<file path="src/integer_field_parser_top_defines.svh">
// Assertion macros for the integer field parser.
// Used by integer_field_parser_top; no other dependencies.
`ifndef INTEGER_FIELD_PARSER_TOP_DEFINES_SVH
`define INTEGER_FIELD_PARSER_TOP_DEFINES_SVH

`ifndef SYNTHESIS
// Property checked at every clock edge outside reset
`define IFP_ASSERT(label, clk, rst_n, prop, msg) \
    label: assert property (@(posedge clk) disable iff (!rst_n) (prop)) else $error(msg);
// Property checked on the cycle after a trigger condition
`define IFP_ASSERT_NEXT(label, clk, rst_n, trig, prop, msg) \
    label: assert property (@(posedge clk) disable iff (!rst_n) (trig) |=> (prop)) else $error(msg);
`else
`define IFP_ASSERT(label, clk, rst_n, prop, msg)
`define IFP_ASSERT_NEXT(label, clk, rst_n, trig, prop, msg)
`endif

`endif

</file>
<file path="src/ifp_pkg.sv">
// Shared types, codes and helper functions for the integer field parser.
// No dependencies.
package ifp_pkg;

    // Field width limit after reset (32767, the largest value the 15-bit width holds)
    localparam logic [14:0] MAX_FIELD_WIDTH = 15'd32767;

    // Configuration register indexes
    localparam logic [1:0] CFG_CONV_MODE = 2'd0;
    localparam logic [1:0] CFG_MAX_WIDTH = 2'd1;
    localparam logic [1:0] CFG_SIZE_MODE = 2'd2;

    // Conversion modes
    localparam logic [2:0] CONV_AUTO = 3'd0;
    localparam logic [2:0] CONV_BIN  = 3'd1;
    localparam logic [2:0] CONV_OCT  = 3'd2;
    localparam logic [2:0] CONV_DEC  = 3'd3;
    localparam logic [2:0] CONV_HEX  = 3'd4;

    // Destination sizes
    localparam logic [1:0] SIZE_8  = 2'd0;
    localparam logic [1:0] SIZE_16 = 2'd1;
    localparam logic [1:0] SIZE_32 = 2'd2;
    localparam logic [1:0] SIZE_64 = 2'd3;

    // Result status codes
    localparam logic [1:0] STATUS_OK       = 2'd0;
    localparam logic [1:0] STATUS_NO_DIGIT = 2'd1;
    localparam logic [1:0] STATUS_EOF      = 2'd2;
    localparam logic [1:0] STATUS_NO_VALUE = 2'd3;

    typedef enum logic [1:0] {
        RADIX_2,
        RADIX_8,
        RADIX_10,
        RADIX_16
    } t_radix;

    // Numeric value of a radix code
    function automatic logic [4:0] radix_value(input t_radix rad);
        logic [4:0] v;
        case (rad)
            RADIX_2:  v = 5'd2;
            RADIX_8:  v = 5'd8;
            RADIX_10: v = 5'd10;
            default:  v = 5'd16;
        endcase
        return v;
    endfunction

    // accum * radix with 64-bit wrap, as shifts and at most one add
    function automatic logic [63:0] mul_radix(input logic [63:0] a, input t_radix rad);
        logic [63:0] p;
        case (rad)
            RADIX_2:  p = a << 1;
            RADIX_8:  p = a << 3;
            RADIX_10: p = (a << 3) + (a << 1);
            default:  p = a << 4;
        endcase
        return p;
    endfunction

endpackage

</file>
<file path="src/integer_field_parser_top.sv">
// Integer field parser: one character per cycle, scanf-style integer conversion.
// The result of the character that ends a field is offered in the cycle after
// that character's transfer. Throughput: one character per cycle if not stalled;
// single-pass digit update (shift-add, compare) and one output register set it.
// Reset (synchronous, active low) restores register defaults and starts a new field.
// Depends on ifp_pkg and integer_field_parser_top_defines.svh.
`include "integer_field_parser_top_defines.svh"

module integer_field_parser_top
    import ifp_pkg::*;
(
    input  logic        i_clk,
    input  logic        i_rst_n,
    // configuration write port
    input  logic        i_cfg_we,
    input  logic [1:0]  i_cfg_index,
    input  logic [14:0] i_cfg_data,
    // character input
    input  logic        s_axis_tvalid,
    output logic        s_axis_tready,
    input  logic [7:0]  s_axis_tdata,   // [7:0] ch
    input  logic        s_axis_tuser,   // [0] is_eof
    // result output
    output logic        m_axis_tvalid,
    input  logic        m_axis_tready,
    output logic [79:0] m_axis_tdata,   // [63:0] value, [79:64] chars_taken
    output logic [2:0]  m_axis_tuser    // [1:0] status, [2] char_unused
);

    typedef enum logic [1:0] {
        PH_SKIP,
        PH_SIGNED,
        PH_ZERO,
        PH_DIGITS
    } t_phase;

    // configuration
    logic [2:0]  r_conv_mode;
    logic [14:0] r_max_width;
    logic [1:0]  r_size_mode;

    // field state
    t_phase      r_phase,      n_phase;
    logic [14:0] r_width_left, n_width_left;
    logic [63:0] r_accum,      n_accum;
    logic        r_negative,   n_negative;
    t_radix      r_radix,      n_radix;
    logic        r_got_digit,  n_got_digit;
    logic [15:0] r_taken,      n_taken;

    // result register
    logic        r_out_valid;
    logic [63:0] r_out_value;
    logic [1:0]  r_out_status;
    logic        r_out_unused;
    logic [15:0] r_out_taken;

    // step outputs
    logic        fin;
    logic [1:0]  fin_status;
    logic        fin_unused;
    logic [63:0] fin_value;
    logic        take;
    logic        do_start;
    logic        do_digit;
    t_radix      dig_radix;
    logic        in_fire;
    logic        c_eof;
    logic [7:0]  c;
    logic        c_space;
    logic        c_sign;
    logic        c_prefix;
    logic        dig_ok;
    logic [3:0]  dig;
    logic [63:0] signed_acc;

    assign c     = s_axis_tdata;
    assign c_eof = s_axis_tuser;

    // Accept a new character whenever the result register is free or draining
    assign s_axis_tready = !r_out_valid || m_axis_tready;
    assign in_fire       = s_axis_tvalid && s_axis_tready;

    assign c_space  = (c == 8'd32) || (c >= 8'd9 && c <= 8'd13);
    assign c_sign   = (c == "+") || (c == "-");
    assign c_prefix = (c == "b") || (c == "B") || (c == "x") || (c == "X");

    // Decode a hex-style digit
    always_comb begin
        dig_ok = 1'b1;
        dig    = 4'd0;
        if (c >= "0" && c <= "9") begin
            dig = 4'(c - "0");
        end else if (c >= "a" && c <= "f") begin
            dig = 4'(c - "a" + 8'd10);
        end else if (c >= "A" && c <= "F") begin
            dig = 4'(c - "A" + 8'd10);
        end else begin
            dig_ok = 1'b0;
        end
    end

    // Advance the field state by one character
    always_comb begin
        n_phase      = r_phase;
        n_width_left = r_width_left;
        n_accum      = r_accum;
        n_negative   = r_negative;
        n_radix      = r_radix;
        n_got_digit  = r_got_digit;
        fin          = 1'b0;
        fin_status   = STATUS_OK;
        fin_unused   = 1'b0;
        take         = 1'b0;
        do_start     = 1'b0;
        do_digit     = 1'b0;
        dig_radix    = r_radix;

        unique case (r_phase)
            PH_SKIP: begin
                if (c_eof) begin
                    fin        = 1'b1;
                    fin_status = STATUS_EOF;
                end else if (c_space) begin
                    take = 1'b1;
                end else if (c_sign) begin
                    n_negative = (c == "-");
                    if (r_width_left != 15'd0) begin
                        n_width_left = r_width_left - 15'd1;
                    end
                    take    = 1'b1;
                    n_phase = PH_SIGNED;
                end else begin
                    do_start = 1'b1;
                end
            end
            PH_SIGNED: do_start = 1'b1;
            PH_ZERO: begin
                n_phase = PH_DIGITS;
                if (!c_eof && c_prefix) begin
                    n_radix     = ((c == "b") || (c == "B")) ? RADIX_2 : RADIX_16;
                    n_got_digit = 1'b0;
                    take        = 1'b1;
                end else begin
                    do_digit = 1'b1;
                end
            end
            default: do_digit = 1'b1;
        endcase

        // First character after spaces and any sign: pick the radix, catch an auto-mode leading zero
        if (do_start) begin
            if (r_conv_mode == CONV_AUTO && !c_eof && c == "0" && r_width_left != 15'd0) begin
                take        = 1'b1;
                n_radix     = RADIX_8;
                n_got_digit = 1'b1;
                n_phase     = PH_ZERO;
            end else begin
                case (r_conv_mode)
                    CONV_BIN: dig_radix = RADIX_2;
                    CONV_OCT: dig_radix = RADIX_8;
                    CONV_HEX: dig_radix = RADIX_16;
                    default:  dig_radix = RADIX_10;
                endcase
                n_radix  = dig_radix;
                n_phase  = PH_DIGITS;
                do_digit = 1'b1;
            end
        end

        // Digit step: end the field or accumulate one digit negatively
        if (do_digit) begin
            if (r_width_left == 15'd0) begin
                fin        = 1'b1;
                fin_status = r_got_digit ? STATUS_OK : (c_eof ? STATUS_EOF : STATUS_NO_VALUE);
                fin_unused = !c_eof;
            end else if (c_eof) begin
                fin        = 1'b1;
                fin_status = r_got_digit ? STATUS_OK : STATUS_EOF;
            end else if (!dig_ok) begin
                fin        = 1'b1;
                fin_status = r_got_digit ? STATUS_OK : STATUS_NO_DIGIT;
                fin_unused = 1'b1;
            end else if ({1'b0, dig} >= radix_value(dig_radix)) begin
                fin        = 1'b1;
                fin_status = r_got_digit ? STATUS_OK : STATUS_NO_VALUE;
                fin_unused = 1'b1;
            end else begin
                n_accum      = mul_radix(r_accum, dig_radix) - {60'd0, dig};
                n_got_digit  = 1'b1;
                n_width_left = r_width_left - 15'd1;
                take         = 1'b1;
            end
        end

        n_taken = (take && r_taken != 16'hFFFF) ? r_taken + 16'd1 : r_taken;
    end

    // Apply the sign, truncate to the destination size and sign-extend; an error result is zero
    always_comb begin
        signed_acc = r_negative ? r_accum : (64'd0 - r_accum);
        if (fin_status != STATUS_OK) begin
            fin_value = 64'd0;
        end else begin
            case (r_size_mode)
                SIZE_8:  fin_value = {{56{signed_acc[7]}}, signed_acc[7:0]};
                SIZE_16: fin_value = {{48{signed_acc[15]}}, signed_acc[15:0]};
                SIZE_32: fin_value = {{32{signed_acc[31]}}, signed_acc[31:0]};
                default: fin_value = signed_acc;
            endcase
        end
    end

    // Hold configuration, field state and the result register
    always_ff @(posedge i_clk) begin
        if (!i_rst_n) begin
            r_conv_mode  <= CONV_DEC;
            r_max_width  <= MAX_FIELD_WIDTH;
            r_size_mode  <= SIZE_32;
            r_phase      <= PH_SKIP;
            r_width_left <= MAX_FIELD_WIDTH;
            r_accum      <= 64'd0;
            r_negative   <= 1'b0;
            r_radix      <= RADIX_10;
            r_got_digit  <= 1'b0;
            r_taken      <= 16'd0;
            r_out_valid  <= 1'b0;
        end else begin
            if (i_cfg_we) begin
                unique case (i_cfg_index)
                    CFG_CONV_MODE: r_conv_mode <= i_cfg_data[2:0];
                    CFG_MAX_WIDTH: r_max_width <= i_cfg_data;
                    CFG_SIZE_MODE: r_size_mode <= i_cfg_data[1:0];
                    default: ;
                endcase
            end

            // Raise valid on a finishing transfer, drop it once the sink takes the result
            if (in_fire && fin) begin
                r_out_valid <= 1'b1;
            end else if (m_axis_tready) begin
                r_out_valid <= 1'b0;
            end

            if (in_fire) begin
                if (fin) begin
                    // field done: clear for the next field and load the result
                    r_phase      <= PH_SKIP;
                    r_width_left <= r_max_width;
                    r_accum      <= 64'd0;
                    r_negative   <= 1'b0;
                    r_radix      <= RADIX_10;
                    r_got_digit  <= 1'b0;
                    r_taken      <= 16'd0;
                    r_out_value  <= fin_value;
                    r_out_status <= fin_status;
                    r_out_unused <= fin_unused;
                    r_out_taken  <= r_taken;
                end else begin
                    r_phase      <= n_phase;
                    r_width_left <= n_width_left;
                    r_accum      <= n_accum;
                    r_negative   <= n_negative;
                    r_radix      <= n_radix;
                    r_got_digit  <= n_got_digit;
                    r_taken      <= n_taken;
                end
            end
        end
    end

    assign m_axis_tvalid = r_out_valid;
    assign m_axis_tdata  = {r_out_taken, r_out_value};
    assign m_axis_tuser  = {r_out_unused, r_out_status};

    // A finished field restarts clean with a result waiting
    `IFP_ASSERT_NEXT(a_fin_clears, i_clk, i_rst_n, in_fire && fin, r_phase == PH_SKIP && r_taken == 16'd0 && !r_got_digit && r_out_valid, "field state not cleared after result")
    // Only a converted result carries a nonzero value
    `IFP_ASSERT(a_err_zero_value, i_clk, i_rst_n, !r_out_valid || r_out_status == STATUS_OK || r_out_value == 64'd0, "error result with nonzero value")
    // After a leading zero the field is octal and already holds a digit
    `IFP_ASSERT(a_zero_octal, i_clk, i_rst_n, r_phase != PH_ZERO || (r_got_digit && r_radix == RADIX_8), "leading-zero state without octal digit")

endmodule
</file>
<file path="config.mk">
export PLATFORM = sky130hd
export DESIGN_NAME = integer_field_parser_top
export DESIGN_NICKNAME = d
export VERILOG_FILES = /design/src/ifp_pkg.sv /design/src/integer_field_parser_top.sv
export VERILOG_INCLUDE_DIRS = /design/src /design/src/src
export SDC_FILE = /design/constraint.sdc
export NUM_CORES = 1
export LEC_CHECK = 0
export ABC_AREA = 1
export BUFFER_PORTS_ARGS = -buffer_cell sky130_fd_sc_hd__buf_2
export CAP_MARGIN = 20
export CORE_MARGIN = 1
export CORE_UTILIZATION = 40
export CTS_BUF_LIST = sky130_fd_sc_hd__clkbuf_4 sky130_fd_sc_hd__clkbuf_8
export CTS_CLUSTER_SIZE = 40
export DETAILED_ROUTE_END_ITERATION = 10
export GPL_TIMING_DRIVEN = 1
export SLEW_MARGIN = 0
export SYNTH_ARGS = -nofsm -noshare
export SYNTH_HDL_FRONTEND = slang
export SYNTH_SLANG_ARGS = --single-unit
</file>
<file path="constraint.sdc">
create_clock -name i_clk -period 8.65 [get_ports i_clk]
set_clock_uncertainty 0.15 [all_clocks]
set_input_delay 0.865 -clock i_clk [delete_from_list [all_inputs] [get_ports i_clk]]
set_output_delay 0.865 -clock i_clk [all_outputs]
set_load 0.005 [all_outputs]
</file>
After elaboration in Yosys (flattened, before gate mapping)
Index checks and enable logic that the tools add are counted.
{ "word_totals": {"regBits": 205, "inputBits": 31, "output_inout_bits": 85, "wordCells": 221} }
{ "classes": {"add_sub_neg": 10, "n_lt_le_gt_ge": 9, "n_eq_ne": 27, "n_mux": 114, "n_reduce_logical": 46} }
{ "ops": {"columns": ["op", "count"], "rows": [
  ["64-bit 2-to-1 mux", 12],
  ["64-bit one-hot mux with 3 select lines", 2],
  ["15-bit 2-to-1 mux", 11],
  ["64-bit adder", 1],
  ["1-bit by 64-bit subtractor with 64-bit output (first input constant)", 1],
  ["64-bit by 4-bit subtractor with 64-bit output", 1],
  ["1-bit 2-to-1 mux", 51],
  ["2-bit 2-to-1 mux", 23],
  ["8-bit by 6-bit == test with 1-bit output (second input constant)", 4],
  ["8-bit by 7-bit == test with 1-bit output (second input constant)", 4],
  ["16-bit 2-to-1 mux", 2],
  ["5-bit 2-to-1 mux", 4],
  ["16-bit by 1-bit adder with 16-bit output (second input constant)", 1],
  ["8-bit by 7-bit greater-or-equal comparator with 1-bit output (second input constant)", 2],
  ["8-bit by 7-bit <= comparator with 1-bit output (second input constant)", 2],
  ["16-bit inequality test (second input constant)", 1],
  ["15-bit zero test", 1],
  ["5-bit one-hot mux with 3 select lines", 1],
  ["15-bit nonzero test", 1],
  ["15-bit by 1-bit subtractor with 15-bit output (second input constant)", 1],
  ["2-bit nonzero test", 7],
  ["4-bit 2-to-1 mux", 3],
  ["4-bit inequality test (second input constant)", 3],
  ["4-bit by 1-bit subtractor with 4-bit output (second input constant)", 3],
  ["28 further kinds", 64]
]} }

Depth between registers and ports, before layout
Gate-level depths: netlist of run 1.
{ "logic_depth": {"word_depth": 26, "depth_mapped": 39, "ltp_nobuf": 35} }

Least setup slack after synthesis of run 1
No wires, ideal clock.
{ "synth_path": {"kind": "input to register", "start": "input port s_axis_tdata[0]", "end": "register r_out_status[0], enable pin", "setup_ps": 525, "arrival_time_ps": 7074, "required_time_ps": 7975, "path_slack_ps": 901, "cell_stages": 21, "n_path_buf": 0, "cell_sequence": "inv_1 -> ha_1 -> inv_1 -> nor3_1 -> inv_1 -> o211ai_1 -> o21ai_1 -> nand2_1 -> nor2_1 -> o21ai_0 -> inv_1 -> ha_1 -> ha_1 -> o21ai_1 -> a21oi_2 -> nor3_2 -> inv_2 -> nand2_4 -> inv_6 -> nand2_8 -> nor2_1"} }
{ "synth_between": {"elab_chain_cells": 20, "elab_cells_between_ends": 64, "classes_between": "5 x add/sub; 9 x order compare; 10 x eq/ne; 26 x mux; 14 x reduce/logical"} }
{ "synth_lines": {"columns": ["item", "line_no", "source"], "rows": [
  ["start, declared", "integer_field_parser_top.sv:21", "input logic [7:0] s_axis_tdata,"],
  ["8-bit by 4-bit greater-or-equal comparator with 1-bit output (tied with other cells)", "integer_field_parser_top.sv:84", "assign c_space = (c == 8'd32) || (c >= 8'd9 && c <= 8'd13);"],
  ["1-bit logical AND or 1-bit logical OR (tied branches)", "integer_field_parser_top.sv:84, integer_field_parser_top.sv:85", null],
  ["1-bit logical OR or 1-bit 2-to-1 mux (tied branches)", "integer_field_parser_top.sv:84, integer_field_parser_top.sv:126", null],
  ["1-bit 2-to-1 mux", "integer_field_parser_top.sv:124", "end else if (c_space) begin"],
  ["1-bit 2-to-1 mux", "integer_field_parser_top.sv:121", "if (c_eof) begin"],
  ["1-bit one-hot mux with 2 select lines", "integer_field_parser_top.sv:119", "unique case (r_phase)"],
  ["2-bit 2-to-1 mux", "integer_field_parser_top.sv:152", "if (do_start) begin"],
  ["2-bit == test (tied with other cells)", "ifp_pkg.sv:42", "case (rad)"],
  ["[... 4 more ...]", null, null],
  ["5-bit 2-to-1 mux", "integer_field_parser_top.sv:172", "if (do_digit) begin"],
  ["4-bit by 5-bit greater-or-equal comparator with 1-bit output", "integer_field_parser_top.sv:184", "end else if ({1'b0, dig} >= radix_value(dig_radix)) begin"],
  ["1-bit 2-to-1 mux", "integer_field_parser_top.sv:184", null],
  ["1-bit 2-to-1 mux", "integer_field_parser_top.sv:180", "end else if (!dig_ok) begin"],
  ["1-bit 2-to-1 mux", "integer_field_parser_top.sv:177", "end else if (c_eof) begin"],
  ["1-bit 2-to-1 mux", "integer_field_parser_top.sv:173", "if (r_width_left == 15'd0) begin"],
  ["1-bit 2-to-1 mux *", "integer_field_parser_top.sv:172", null],
  ["3-bit AND reduction (no source line) *", null, null],
  ["end signal, assigned", "integer_field_parser_top.sv:256", "r_out_status <= fin_status;"],
  ["end, declared", "integer_field_parser_top.sv:54", "logic [1:0] r_out_status;"]
]} }
Every way passes the cells marked *; elsewhere a longest branch is shown, timed or not. The select of a mux whose other input is x is not followed.
A chain may end at the register's enable or synchronous reset.

Worst setup path after layout of run 1
{ "layout_path": {"start": "input port s_axis_tdata[0]", "end": "register r_accum[54]"} }
{ "layout_between": {"elab_chain_cells": 21, "elab_cells_between_ends": 82, "classes_between": "6 x add/sub; 9 x order compare; 13 x eq/ne; 38 x mux; 16 x reduce/logical"} }
{ "layout_lines": {"columns": ["item", "line_no", "source"], "rows": [
  ["8-bit by 4-bit greater-or-equal comparator with 1-bit output (tied with other cells)", "integer_field_parser_top.sv:84", null],
  ["1-bit logical AND or 1-bit logical OR (tied branches)", "integer_field_parser_top.sv:84, integer_field_parser_top.sv:85", null],
  ["1-bit logical OR or 1-bit 2-to-1 mux (tied branches)", "integer_field_parser_top.sv:84, integer_field_parser_top.sv:126", null],
  ["1-bit 2-to-1 mux", "integer_field_parser_top.sv:124", null],
  ["1-bit 2-to-1 mux", "integer_field_parser_top.sv:121", null],
  ["1-bit one-hot mux with 2 select lines", "integer_field_parser_top.sv:119", null],
  ["2-bit 2-to-1 mux", "integer_field_parser_top.sv:152", null],
  ["2-bit == test (tied with other cells)", "ifp_pkg.sv:42, ifp_pkg.sv:54", null],
  ["[... 5 more ...]", null, null],
  ["64-bit 2-to-1 mux or 4-bit by 5-bit greater-or-equal comparator with 1-bit output (tied branches)", "integer_field_parser_top.sv:172, integer_field_parser_top.sv:184", null],
  ["64-bit by 4-bit subtractor with 64-bit output or 1-bit 2-to-1 mux (tied branches)", "integer_field_parser_top.sv:189, integer_field_parser_top.sv:184", null],
  ["64-bit 2-to-1 mux or 1-bit 2-to-1 mux (tied branches)", "integer_field_parser_top.sv:184, integer_field_parser_top.sv:180", null],
  ["64-bit 2-to-1 mux or 1-bit 2-to-1 mux (tied branches)", "integer_field_parser_top.sv:180, integer_field_parser_top.sv:177", null],
  ["64-bit 2-to-1 mux or 1-bit 2-to-1 mux (tied branches)", "integer_field_parser_top.sv:177, integer_field_parser_top.sv:173", null],
  ["64-bit 2-to-1 mux or 1-bit 2-to-1 mux (tied branches)", "integer_field_parser_top.sv:173, integer_field_parser_top.sv:172", null],
  ["64-bit 2-to-1 mux (tied with other cells)", "integer_field_parser_top.sv:172", null],
  ["64-bit 2-to-1 mux or 6-bit AND reduction (tied branches)", null, null],
  ["end signal, assigned", "integer_field_parser_top.sv:262", "r_accum <= n_accum;"],
  ["end, declared", "integer_field_parser_top.sv:45", "logic [63:0] r_accum, n_accum;"]
]} }
Several ways; a longest one is shown, not always the timed one. The select of a mux whose other input is x is not followed.

==> results of run 1 <==
## per-stage QoR
step | power [uW] | hold slack, ns | utilization (%) | setup slack [ns]
3_3_place_gp | 2350 | 0.290 | 42.6 | 2.34
6_report | 3260 | 0.313 | 44.0 | 2.78
2_1_floorplan | 2050 | 0.258 | - | 0.901
5_1_grt | 3460 | 0.335 | 44.0 | 2.10
4_1_cts | 3270 | 0.308 | 44.0 | 2.82
3_5_place_dp | 2350 | 0.293 | 42.6 | 2.23
## kinds of logic after synthesis
kind of cell,after synthesis,share of synthesized area (%)
and+or+nand+nor,1981,42.5
buffers and inverters,661,12.9
AOI/OAI and AO/OA,414,12.2
DFF,205,24.3
adders and majority gates,79,4.94
xor gates and xnor gates,73,3.15
## area by class of cell
type / instances / area [um^2] / area share, %
multi-input cells: 2547 / 12800 / 58.1
flip-flops and latches: 205 / 4930 / 22.4
inverters: 542 / 2040 / 9.28
well taps: 672 / 841 / 3.82
repair buffers: 129 / 693 / 3.15
clock buffers: 56 / 664 / 3.02
clock inverters: 6 / 37.5 / 0.171
## critical path, delay by kind of cell
kind / cells / cell delay (ns)
adder cells (fa/ha/maj): 3 / 0.76
AND/OR/NAND/NOR: 19 / 2.33
AO/OA/AOI/OAI: 5 / 1.22
buffers and inverters: 8 / 1.02
## state kept, by name, indices dropped and copies added (netlist names), 3 cells and up
signal        count
r_conv_mode       3
r_out_value      64
r_taken          16
r_max_width      15
r_out_taken      16
r_accum          64
r_width_left     15
## per-layer routing
metal	vias to the layer above	GRT usage, %	part of all wire (%)
li1	11000	-	-
met3	103	3.05	6.1
met5	-	0	0.019
met1	9607	36.0	47
met2	605	42.2	44
met4	2	7.82	2.6
## layout by cell type (no fill, tap or decap), types with 5 or more instances in the layout
master | netlist | layout
sky130_fd_sc_hd__a21oi_1 | 217 | 217
sky130_fd_sc_hd__a221oi_1 | 58 | 58
sky130_fd_sc_hd__buf_2 | 26 | 115
sky130_fd_sc_hd__buf_4 | 18 | 13
sky130_fd_sc_hd__clkbuf_4 | 0 | 17
sky130_fd_sc_hd__clkbuf_8 | 0 | 39
sky130_fd_sc_hd__dfxtp_1 | 122 | 122
sky130_fd_sc_hd__edfxtp_1 | 83 | 83
sky130_fd_sc_hd__ha_1 | 77 | 73
sky130_fd_sc_hd__inv_1 | 520 | 520
sky130_fd_sc_hd__inv_2 | 17 | 17
sky130_fd_sc_hd__nand2_1 | 1165 | 1164
sky130_fd_sc_hd__nand2_2 | 24 | 25
sky130_fd_sc_hd__nand2_4 | 5 | 5
sky130_fd_sc_hd__nand3_1 | 252 | 252
sky130_fd_sc_hd__nand3_2 | 9 | 9
sky130_fd_sc_hd__nand3b_1 | 28 | 28
sky130_fd_sc_hd__nand4_1 | 54 | 54
sky130_fd_sc_hd__nor2_1 | 308 | 307
sky130_fd_sc_hd__nor2_2 | 28 | 28
sky130_fd_sc_hd__nor2_4 | 12 | 13
sky130_fd_sc_hd__nor3_1 | 37 | 36
sky130_fd_sc_hd__nor3_2 | 6 | 7
sky130_fd_sc_hd__nor4_1 | 18 | 18
sky130_fd_sc_hd__o211ai_1 | 21 | 21
sky130_fd_sc_hd__o21ai_0 | 60 | 60
sky130_fd_sc_hd__o21ai_1 | 16 | 16
sky130_fd_sc_hd__o21ai_2 | 15 | 15
sky130_fd_sc_hd__or2_2 | 16 | 17
sky130_fd_sc_hd__xnor2_1 | 20 | 20
sky130_fd_sc_hd__xor2_1 | 53 | 53
## how the worst min path moves through the flow
stage	start	end	slack [ns]	cells past startpoint
5_1_grt	r_taken[5]	r_out_taken[5]	0.34	0
6_report	r_max_width[10]	r_max_width[10]	0.31	2
3_3_place_gp	r_max_width[10]	r_max_width[10]	0.29	2
2_1_floorplan	r_taken[5]	r_out_taken[5]	0.26	0
4_1_cts	r_max_width[2]	r_max_width[2]	0.31	2
3_5_place_dp	r_max_width[2]	r_max_width[2]	0.29	2
## where the power goes
group / leakage (uW) / total [uW] / switching [uW] / internal [uW]
registers: 0.00178 / 1130 / 52.1 / 1070
logic: 0.00904 / 1220 / 841 / 383
clock network: 0.000371 / 908 / 420 / 487
total: 0.0112 / 3260 / 1310 / 1950
==> results, run 1 <==
- The run finished with clean final reports.
- The clock tree synthesis step divided the H-tree into 2 levels.
- At the pin with the least slew margin, the transition time is 1.04 ns.
- The critical path start-end classification is input port to flop.
- The final-layout setup total negative slack is 0 ns.
- The biggest area consumer among synthesized cells is sky130_fd_sc_hd__nand2_1.
- Ranked by instance count, the synthesized netlist is headed by sky130_fd_sc_hd__nand2_1, sky130_fd_sc_hd__inv_1, sky130_fd_sc_hd__nor2_1.
- In this run the count of I/O pins placed on the die edge is 116.
- In the global route stage, overall resource usage came out at about a quarter.
- In the synthesized netlist the dominant register cell turns out to be sky130_fd_sc_hd__dfxtp_1.
- Static timing analysis puts the maximum clock frequency at 170 MHz.
- The via-per-instance ratio is 5.13.
- The capturing element type of the critical path is a flop.
- The leakage power of the design is 0.0112 uW.
- The average wire length per cell after detail routing is 16.2 um.
- The netlist area before placement is 0.0203 mm^2.
- The element type at the critical path start is an input port.
- The starting density of the core is 40.6%.
- The total count of max-transition violations in the final report is 0.
- Once the clock tree was built, the resizer swapped 0 gates to a different size.
- Setup violations remaining at the end of the flow were counted as 0.
- TritonCTS created 35 clock buffers.
- The root buffer cell chosen for the clock tree is sky130_fd_sc_hd__clkbuf_8.
- In this run the worst path has a maximum fanout of just over 60.
- The setup check on the worst reg-to-reg path leaves a slack of roughly 3.2 ns.
- Measured against its own limit, the worst slew margin works out to 30.5%.
- The number of hold violations in the final report came to 0.
- The die span in y is 227 um.
- The tool flagged a number of max-cap violations equal to 0.
- The minimum clock period is 5.87 ns.
- The slowest cell on the critical path is sky130_fd_sc_hd__o21ai_0.
- TritonCTS built the clock tree.
- After synthesis, the netlist uses 63 different library cells.
- The post-route DRC violation count is 0.
- A synthesized cell averages 5.95 um^2.
- The detailed router finished its first iteration with 1757 violations.
- The first global-routing pass estimated between 100 and 150 mm of wire.
- The region available for standard cell placement spans 0.0501 mm^2.
- Yosys attributes the largest share of cell area to sky130_fd_sc_hd__nand2_1, sky130_fd_sc_hd__edfxtp_1, sky130_fd_sc_hd__dfxtp_1.
- The area enclosed by the die boundary is between 0.05 and 0.06 mm^2.
- The post-CTS setup buffer count is 0.
- Counting along the longest clock path gives a buffer depth of 3.
- The min-delay analysis places its worst path in the category flop to flop.
- The number of enable-type register cells in the synthesized netlist is 83.
- The register area share after synthesis is 24.3%.
- With fillers left out, the area of the finished cells amounts to around 0.022 mm^2.
- The fraction of layout cells with a size suffix above 1 is between 10% and 20%.
- The net count of the finished layout is roughly 3600.
- The clock-pin transition on the worst setup and hold timing paths is 0.06 ns.
- When the netlist entered floorplanning its net count stood at 3523.
- The repair_antennas step left the layout with diodes totalling 0.
- The cell count after synthesis is 3413.
- Once detailed placement completed, the half-perimeter wirelength came to approximately 53 mm.
- IR analysis of the VDD net gives a maximum drop of 121 uV.
- In the post-synthesis netlist, the cell with the most instances is sky130_fd_sc_hd__nand2_1.
- The routed layout has 21300 vias.
- The number of placement rows is 82.
- At the worst endpoint, the required time is approximately 9 ns.
- Counting the fill cells in the layout gives 5546.
- The pin count of the biggest net entering global routing is 96.
- The post-synthesis register bit count is about 210.
- The total overflow left after global routing is 0.
- Routability-driven placement finished with a final weighted congestion of 1.01.
- The clock latency of the later-clocked register in the worst-skew pair is ~0.55 ns.
- The area growth from synthesis to layout is 8.38%.
- The count of nets left with antenna violations once routing finished came out at 0.
- The final layout contains routed wiring with a total length of about 67 mm.
- The quantity of I/O buffers inserted on ports is 115.
- Once layout is complete, the cells apart from fillers number a little over 4000.
- The quantity of hold-fixing buffers added after cts is 0.
- The power per standard cell area is roughly 150 mW/mm^2.
- The number of global-route vias before repair is between 15000 and 20000.
- The number of sinks driven by the clock tree is 205.
- The arrival time at the worst endpoint is 6.19 ns.
- The number of cells on the worst reg-to-reg path is 31.
- The worst path uses 67.8% of the clock period.
- The proportion of synthesized flip-flops having asynchronous set or reset is 0%.
- The count of placed standard cells including taps is 4095.
- The horizontal die dimension is about 230 um.
- The destination of the critical timing path is r_accum[54].
- For this run, the slowest stage of the critical path takes 0.67 ns.
- The worst register-to-register path begins at r_width_left[0].
- The number of antenna violations at the first check in global routing is 1.
- The endpoint identified for the worst register-to-register timing path is r_accum[54].
- The Yosys step of the flow raised 0 warnings.
- The first TritonRoute pass finished after 6 iterations.
- The startpoint of the most critical setup path is s_axis_tdata[0].
- The placed cell area is 0.0213 mm^2.
- Summed over its instances, the top area cell type makes up 21.5% of the synthesized netlist area.
- Setup repair after global routing left no endpoint under its margin.
Note: power is estimated with default switching activity, not from simulation.
==> inputs of run 2 (changes only) <==
Clock period 8.65 ns to 5.56 ns, I/O delays scaled along.
==> run 2 against run 1 <==
- global-route usage is 0.72 points higher
- first-iteration DRC count is 11% lower
- non-clock buffer count is 6 higher
- clock power is 56% higher
- critical path depth is 5 lower
- critical path type is now flop to flop
- critical endpoint is now r_accum[56]
- largest power group unchanged
==> results, run 2 (synthesized netlist as in run 1, its figures left out) <==
- The largest driver fanout on the critical path is 7.
- VDD sags by at most 195 uV.
- The worst stage delay on the critical path is 0.40 ns.
- After filler insertion, the fill cell instance count of the layout stands at 5583.
- Entering global routing, the biggest net connects 96 pins.
- Once layout is done, the placed cells without fillers occupy between 0.02 and 0.025 mm^2.
- For this run, the top clock speed supported by timing is 205 MHz.
- STA puts the critical path data required time at around 5.8 ns.
- The post-route DRC violation count is 0.
- STA classifies the critical path endpoint as a flop.
- In this run, CTS created clock tree buffers numbering 35.
- The via-per-instance ratio is 5.16.
- The number of buffers and inverters on the critical path is 5.
- For this run, the post-layout net count is 3576.
- In this design, the largest share of critical-path delay is due to simple AND/OR/NAND/NOR gates.
- In this run, flip-flops and latches consume approximately a third of the power.
- In this run the number of H-tree levels came out at 2.
- The total inserted antenna cells is 0.
- Dividing total power by cell area gives a power density of 231 mW/mm^2.
- The floorplan has 82 rows.
- The worst setup path is of the flop to flop kind.
- The count of nets left with antenna violations once routing finished came out at 0.
- The final weighted congestion in routability-driven placement is 0.948.
- Wires add up to between 60 and 70 mm.
- The worst slew margin relative to its limit is 27.4%.
- The element type at the critical path start is a flop.
- The total routing usage reported by global routing is 26.7%.
- The boundary pin count is 116.
- The switching share of power is 39.9%.
- The post-CTS setup buffer count is 0.
- In this run the worst setup path begins at r_width_left[0].
- The total via count in the routed design is around 21000.
- The leakage power of the design is 0.0112 uW.
- The tree built by TritonCTS fans out to 205 sinks.
- For this design, the slowest cell found on the critical path is sky130_fd_sc_hd__nor4_1.
- Of the total power, the clock network draws 27.8%.
- The cell seen most often among critical-path stages is sky130_fd_sc_hd__inv_1.
- The library cells used most frequently in the layout, excluding fill and tap cells, are sky130_fd_sc_hd__nand2_1, sky130_fd_sc_hd__inv_1, sky130_fd_sc_hd__nor2_1.
- The count of buffers added on input and output ports is 115.
- The total count of max-transition violations in the final report is 0.
- Max-cap violations in this run came to 0.
- The die span in y is 227 um.
- The area growth from synthesis to layout is 8.92%.
- The starting density of the core is 40.6%.
- Once layout is complete, the utilization of the core stands at roughly 44%.
- The worst hold path begins at i_cfg_data[6].
- The horizontal die dimension is 227 um.
- The clock passes through at most 3 buffers.
- The number of hold violations in the final report was 0.
- The clock latency of the later-clocked register in the worst-skew pair is ~0.55 ns.
- The number of detailed-routing iterations run before antenna repair is 7.
- The number of global-route vias before repair is 20000.
- The arrival time at the worst endpoint is 5.13 ns.
- The start of the worst register-to-register path is r_width_left[0].
- Summed over all failing endpoints, the final setup total negative slack is 0 ns.
- Setup repair after global routing left no endpoint under its margin.
- After clock tree synthesis, the flow added hold-fix buffers numbering 0.
- The share of the clock period used by the worst path is 87.9%.
- The clock tree from TritonCTS is done.
- The total core area is 0.0501 mm^2.
- The first global-routing pass estimated about 110 mm of wire.
- The die covers 0.0517 mm^2.
- Clock-pin slew was measured on the worst setup and hold paths at 0.06 ns.
- Once detailed placement completed, the half-perimeter wirelength came to 54.5 mm.
- The number of gates resized after CTS was 0.
- The number of antenna violations at the first check in global routing was 0.
- The tree is rooted in a sky130_fd_sc_hd__clkbuf_8.
- Cells with a size suffix above 1 make up 10.1% of the layout.
- Dividing the detail-routed wire length by the instance count gives 16.6 um.
- The most common library cell in the layout ignoring fill and taps is sky130_fd_sc_hd__nand2_1.
- In this run the cell area measured after placement is about 0.021 mm^2.
- The total setup violations reported at the end of the flow is 0.
- Cell internal power was estimated by the tool at 3060 uW.
- The minimum clock period is 4.89 ns.
- For this block, the initial DRC count from the detailed router was 1561.
- The actual transition at the worst max-transition pin is between 1 and 1.5 ns.
- The total overflow left after global routing is 0.
- The largest registers in the layout are r_accum x64, r_out_value x64.
- The path type of the worst min-delay path is input port to flop.
- Combinational logic burns 37.9% of the power.
- The net load switching power is 2040 uW.
- The run finished with clean final reports.
[run 2: cell count changes in the layout (fill, tap and decap cells not counted), sizes merged]
| cell | previous run | this run |
|---|---|---|
| clkinvlp | 3 | 0 |
| clkbuf | 56 | 57 |
| buf | 129 | 135 |
[run 2: final cells by class]
class | count | area, um^2 | share of cell area, %
clock buffers | 57 | 691 | 3.12
clock inverters | 3 | 13.8 | 0.0622
inverters | 542 | 2040 | 9.24
multi-input cells | 2547 | 12800 | 57.8
flip-flops and latches | 205 | 4930 | 22.3
well taps | 672 | 841 | 3.80
repair buffers | 135 | 801 | 3.62
[run 2: tightest hold or removal path, cell delays in order]
cell                       delay (ns)
sky130_fd_sc_hd__buf_2           0.07
sky130_fd_sc_hd__nand2_1         0.04
sky130_fd_sc_hd__o211ai_1        0.06
[run 2: layer usage]
| metal | global-route usage (%) | up-vias | wire (um) |
|---|---|---|---|
| met3 | 2.96 | 94 | 4030 |
| met5 | 0 | - | 0 |
| li1 | - | 11000 | - |
| met1 | 38.1 | 9729 | 33100 |
| met4 | 7.75 | 0 | 1770 |
| met2 | 42.3 | 617 | 30200 |
[run 2: power groups by stage]
stage          sequential, uW  clock, uW  combinational, uW
4_1_cts                  1750       1450               1920
2_1_floorplan            1750          0               1440
3_3_place_gp             1780          0               1910
6_report                 1750       1420               1930
3_5_place_dp             1780          0               1900
5_1_grt                  1760       1510               2150
[run 2: path summary, 6_finish.rpt]
kind | slack (ns) | endpoint | cells past startpoint
worst min register to register | 0.30 | r_max_width[3] | 2
worst max register to register | 0.67 | r_accum[56] | 30
worst min-delay path | 0.09 | r_max_width[6] | 3
worst max-delay path | 0.67 | r_accum[56] | 30
[run 2: stage by stage]
step / total power (uW) / instances / hold slack [ns] / worst slack, ns
after global routing: 5420 / 4161 / 0.0683 / 0.121
after detailed placement: 3680 / 4101 / 0.289 / 0.273
final: 5100 / 4161 / 0.0900 / 0.671
after floorplan: 3190 / 3413 / 0.258 / 0.113
after global placement: 3700 / 4101 / 0.289 / 0.309
after CTS: 5120 / 4161 / 0.0473 / 0.628
==> inputs of run 3 (changes only) <==
Settings changed: BUFFER_PORTS_ARGS -buffer_cell sky130_fd_sc_hd__buf_2 to not set, DONT_BUFFER_PORTS set to 1.
==> run 3 against run 2 <==
- power rose by 2.9%
- non-clock buffer count fell by 98
- clock power rose by 13%
- worst setup slack got worse by 0.052 ns
- via count fell by 1.5%
- combinational power fell by 3%
- critical path type unchanged
- largest cell class unchanged
- highest routed layer unchanged
==> results, run 3 (synthesized netlist as in run 1, its figures left out) <==
- The number of antenna diodes in the final layout is 0.
- Across all layers, the routed design uses 21100 vias.
- The number of global-route vias before repair is 19800.
- TritonCTS built the clock tree.
- Leaving out fill and tap cells, the most frequent cell in the layout is sky130_fd_sc_hd__nand2_1.
- The actual transition at the worst max-transition pin is 0.894 ns.
- The floorplan step set the die height to 227 um.
- Max-cap violations in this run came to 0.
- Data arrives at the worst endpoint at 5.19 ns.
- The sequential standard cell area is 0.00493 mm^2.
- The analysis attributes to cell leakage a power of 0.0109 uW.
- IR analysis of the VDD net gives a maximum drop of 241 uV.
- After detailed routing, the number of vias per cell comes to 5.20.
- The critical path start-end classification is flop to flop.
- The area enclosed by the die boundary is 0.0517 mm^2.
- The upper clock frequency limit is 202 MHz.
- The clock latency of the later-clocked register in the worst-skew pair is 0.56 ns.
- The worst register-to-register path begins at r_width_left[0].
- The number of buffers on the longest clock path is 3.
- The total routing usage reported by global routing is 26.4%.
- The horizontal die dimension is 227 um.
- The core region is 0.0501 mm^2.
- The post-CTS setup buffer count is 0.
- The largest registers in the layout are r_accum x64, r_out_value x64.
- Along the worst hold path, the cell count comes to 2.
- The cell at the root of the clock tree is sky130_fd_sc_hd__clkbuf_8.
- At the worst endpoint, the required time is 5.81 ns.
- The number of hold violations in the final report is 0.
- The total of fill cells in the finished design is 5556.
- The number of antenna violations at the first check in global routing was 0.
- After detailed routing, the total wire length is 67.9 mm.
- The total global routing overflow is 0.
- The min-delay analysis places its worst path in the category input port to flop.
- The detailed router finished its first iteration with 1762 violations.
- In the finished design, the share of the clock period the worst path needs comes to 88.9%.
- Dividing total power by cell area gives a power density of 241 mW/mm^2.
- The fraction of layout cells with a size suffix above 1 is 7.07%.
- The path with the worst hold slack has its endpoint at r_max_width[11].
- The final cell count without fillers is 4065.
- The total setup violations reported at the end of the flow is 0.
- Counting every sink on the clock net gives 205.
- The count of nets left with antenna violations once routing finished came out at 0.
- The total count of max-transition violations in the final report is 0.
- The starting density of the core is 40.6%.
- The worst slew margin relative to its limit is 40.2%.
- The minimum setup slack among reg-to-reg paths is 0.62 ns.
- The worst register-to-register path ends at r_accum[52].
- The half-perimeter wire length of the detailed placement result is between 50 and 60 mm.
- After clock tree synthesis, the clock-pin slew on the worst setup and hold paths is approximately 0.06 ns.
- The quantity of hold-fixing buffers added after cts is 15.
- The run finished with clean final reports.
- The top cell types in the final layout, fill and taps aside, are sky130_fd_sc_hd__nand2_1, sky130_fd_sc_hd__inv_1, sky130_fd_sc_hd__nor2_1.
- The multi-input combinational cells in the finished layout cover a total of roughly 0.013 mm^2.
- The element type at the critical path start is a flop.
- After clock tree synthesis, the repair step resized 0 gates.
- The global-route wire length before repair is 107 mm.
- STA classifies the critical path endpoint as a flop.
- The average wire length per cell after detail routing is roughly 17 um.
- The pin count of the biggest net entering global routing is 84.
- The largest driver fanout on the critical path is 28.
- The final layout contains 3478 nets.
- Relative to the synthesized area, the layout overhead comes to 7.17%.
- In this run the count of I/O pins placed on the die edge is 116.
- The number of placement rows is 82.
- The number of placed instances, taps included, is 3988.
- The startpoint of the worst hold path is i_cfg_data[11].
- The quantity of I/O buffers inserted on ports is 0.
- For the worst flop-to-flop path, the logic depth is 27.
- The final weighted congestion in routability-driven placement is 0.997.
- The minimum clock period is a little under 5 ns.
- Setup repair after global routing left no endpoint under its margin.
- The number of detailed-routing iterations run before antenna repair is 8.
- The final-layout setup total negative slack is 0 ns.
- The CTS buffer count is 35.
- In the routed design, unresolved DRC markers number 0.
- The depth of the CTS H-tree is 2.
## run 3: cell count changes in the layout (fill, tap and decap cells not counted)
cell / previous run / this run
sky130_fd_sc_hd__bufinv_16: 0 / 4
sky130_fd_sc_hd__buf_2: 115 / 0
sky130_fd_sc_hd__buf_12: 6 / 3
sky130_fd_sc_hd__dlygate4sd3_1: 0 / 15
sky130_fd_sc_hd__clkbuf_4: 15 / 12
sky130_fd_sc_hd__buf_4: 14 / 19
sky130_fd_sc_hd__clkinv_1: 3 / 5
sky130_fd_sc_hd__clkbuf_8: 42 / 41
## run 3: how the worst max path moves through the flow
| stage | slack, ns | end | cells past startpoint | startpoint |
|---|---|---|---|---|
| finish | 0.62 | r_accum[52] | 27 | r_width_left[0] |
| global route | 0.09 | r_accum[52] | 28 | r_width_left[0] |
| CTS | 0.57 | r_accum[52] | 27 | r_width_left[0] |
| detailed placement | 0.36 | r_accum[52] | 29 | s_axis_tdata[0] |
| global placement | 0.47 | r_accum[56] | 31 | s_axis_tdata[0] |
| floorplan | 0.11 | r_accum[24] | 36 | s_axis_tdata[0] |
## run 3: area by class of cell
class	count	area share (%)
clock buffers	53	3.01
clock inverters	9	0.650
inverters	542	9.39
multi-input cells	2547	58.8
flip-flops and latches	205	22.7
well taps	672	3.86
repair buffers	37	1.62
## run 3: metrics by stage
| stage | hold slack, ns | util, % | cell area (um^2) | total power [uW] | setup slack (ns) |
|---|---|---|---|---|---|
| floorplan | 0.258 | - | 20300 | 3190 | 0.113 |
| global placement | 0.291 | 41.6 | 20800 | 3650 | 0.473 |
| detailed placement | 0.297 | 41.6 | 20800 | 3640 | 0.359 |
| CTS | 0.00927 | 43.5 | 21800 | 5270 | 0.570 |
| global route | 0.0151 | 43.5 | 21800 | 5550 | 0.0876 |
| finish | 0.0331 | 43.5 | 21800 | 5250 | 0.619 |
## run 3: report_power, final
group / internal (uW) / total (uW) / switching [uW]
Combinational: 582 / 1880 / 1300
Clock: 936 / 1600 / 666
Sequential: 1670 / 1770 / 94.6
## run 3: worst max-delay path, stage by stage (launching register included)
cell and delay [ns]:
sky130_fd_sc_hd__dfxtp_1 0.32, sky130_fd_sc_hd__inv_1 0.10, sky130_fd_sc_hd__ha_1 0.20, sky130_fd_sc_hd__nand2_1 0.12, sky130_fd_sc_hd__nor4_1 0.44, sky130_fd_sc_hd__nor3_1 0.14
sky130_fd_sc_hd__nor2_1 0.18, sky130_fd_sc_hd__inv_1 0.06, sky130_fd_sc_hd__a21oi_1 0.31, sky130_fd_sc_hd__inv_1 0.15, sky130_fd_sc_hd__ha_4 0.29, sky130_fd_sc_hd__inv_4 0.08
sky130_fd_sc_hd__buf_4 0.31, sky130_fd_sc_hd__nand4_1 0.17, sky130_fd_sc_hd__o21ai_2 0.12, sky130_fd_sc_hd__nand2_1 0.11, sky130_fd_sc_hd__nor2_2 0.15, sky130_fd_sc_hd__nand3_1 0.16
sky130_fd_sc_hd__nor2_4 0.18, sky130_fd_sc_hd__nand2_4 0.09, sky130_fd_sc_hd__nor2_8 0.14, sky130_fd_sc_hd__nand2_4 0.09, sky130_fd_sc_hd__nor2_8 0.11, sky130_fd_sc_hd__nand4_4 0.15
sky130_fd_sc_hd__nor2_4 0.21, sky130_fd_sc_hd__nand3b_1 0.10, sky130_fd_sc_hd__nand3_1 0.09, sky130_fd_sc_hd__a21oi_1 0.06
## run 3: per-layer routing
| metal | up-vias | GRT usage [%] | part of all wire [%] |
|---|---|---|---|
| met5 | - | 0 | 0 |
| met4 | 0 | 9.31 | 3.3 |
| met3 | 117 | 3.33 | 6.8 |
| met2 | 644 | 42.1 | 44 |
| met1 | 9547 | 36.3 | 46 |
| li1 | 10800 | - | - |
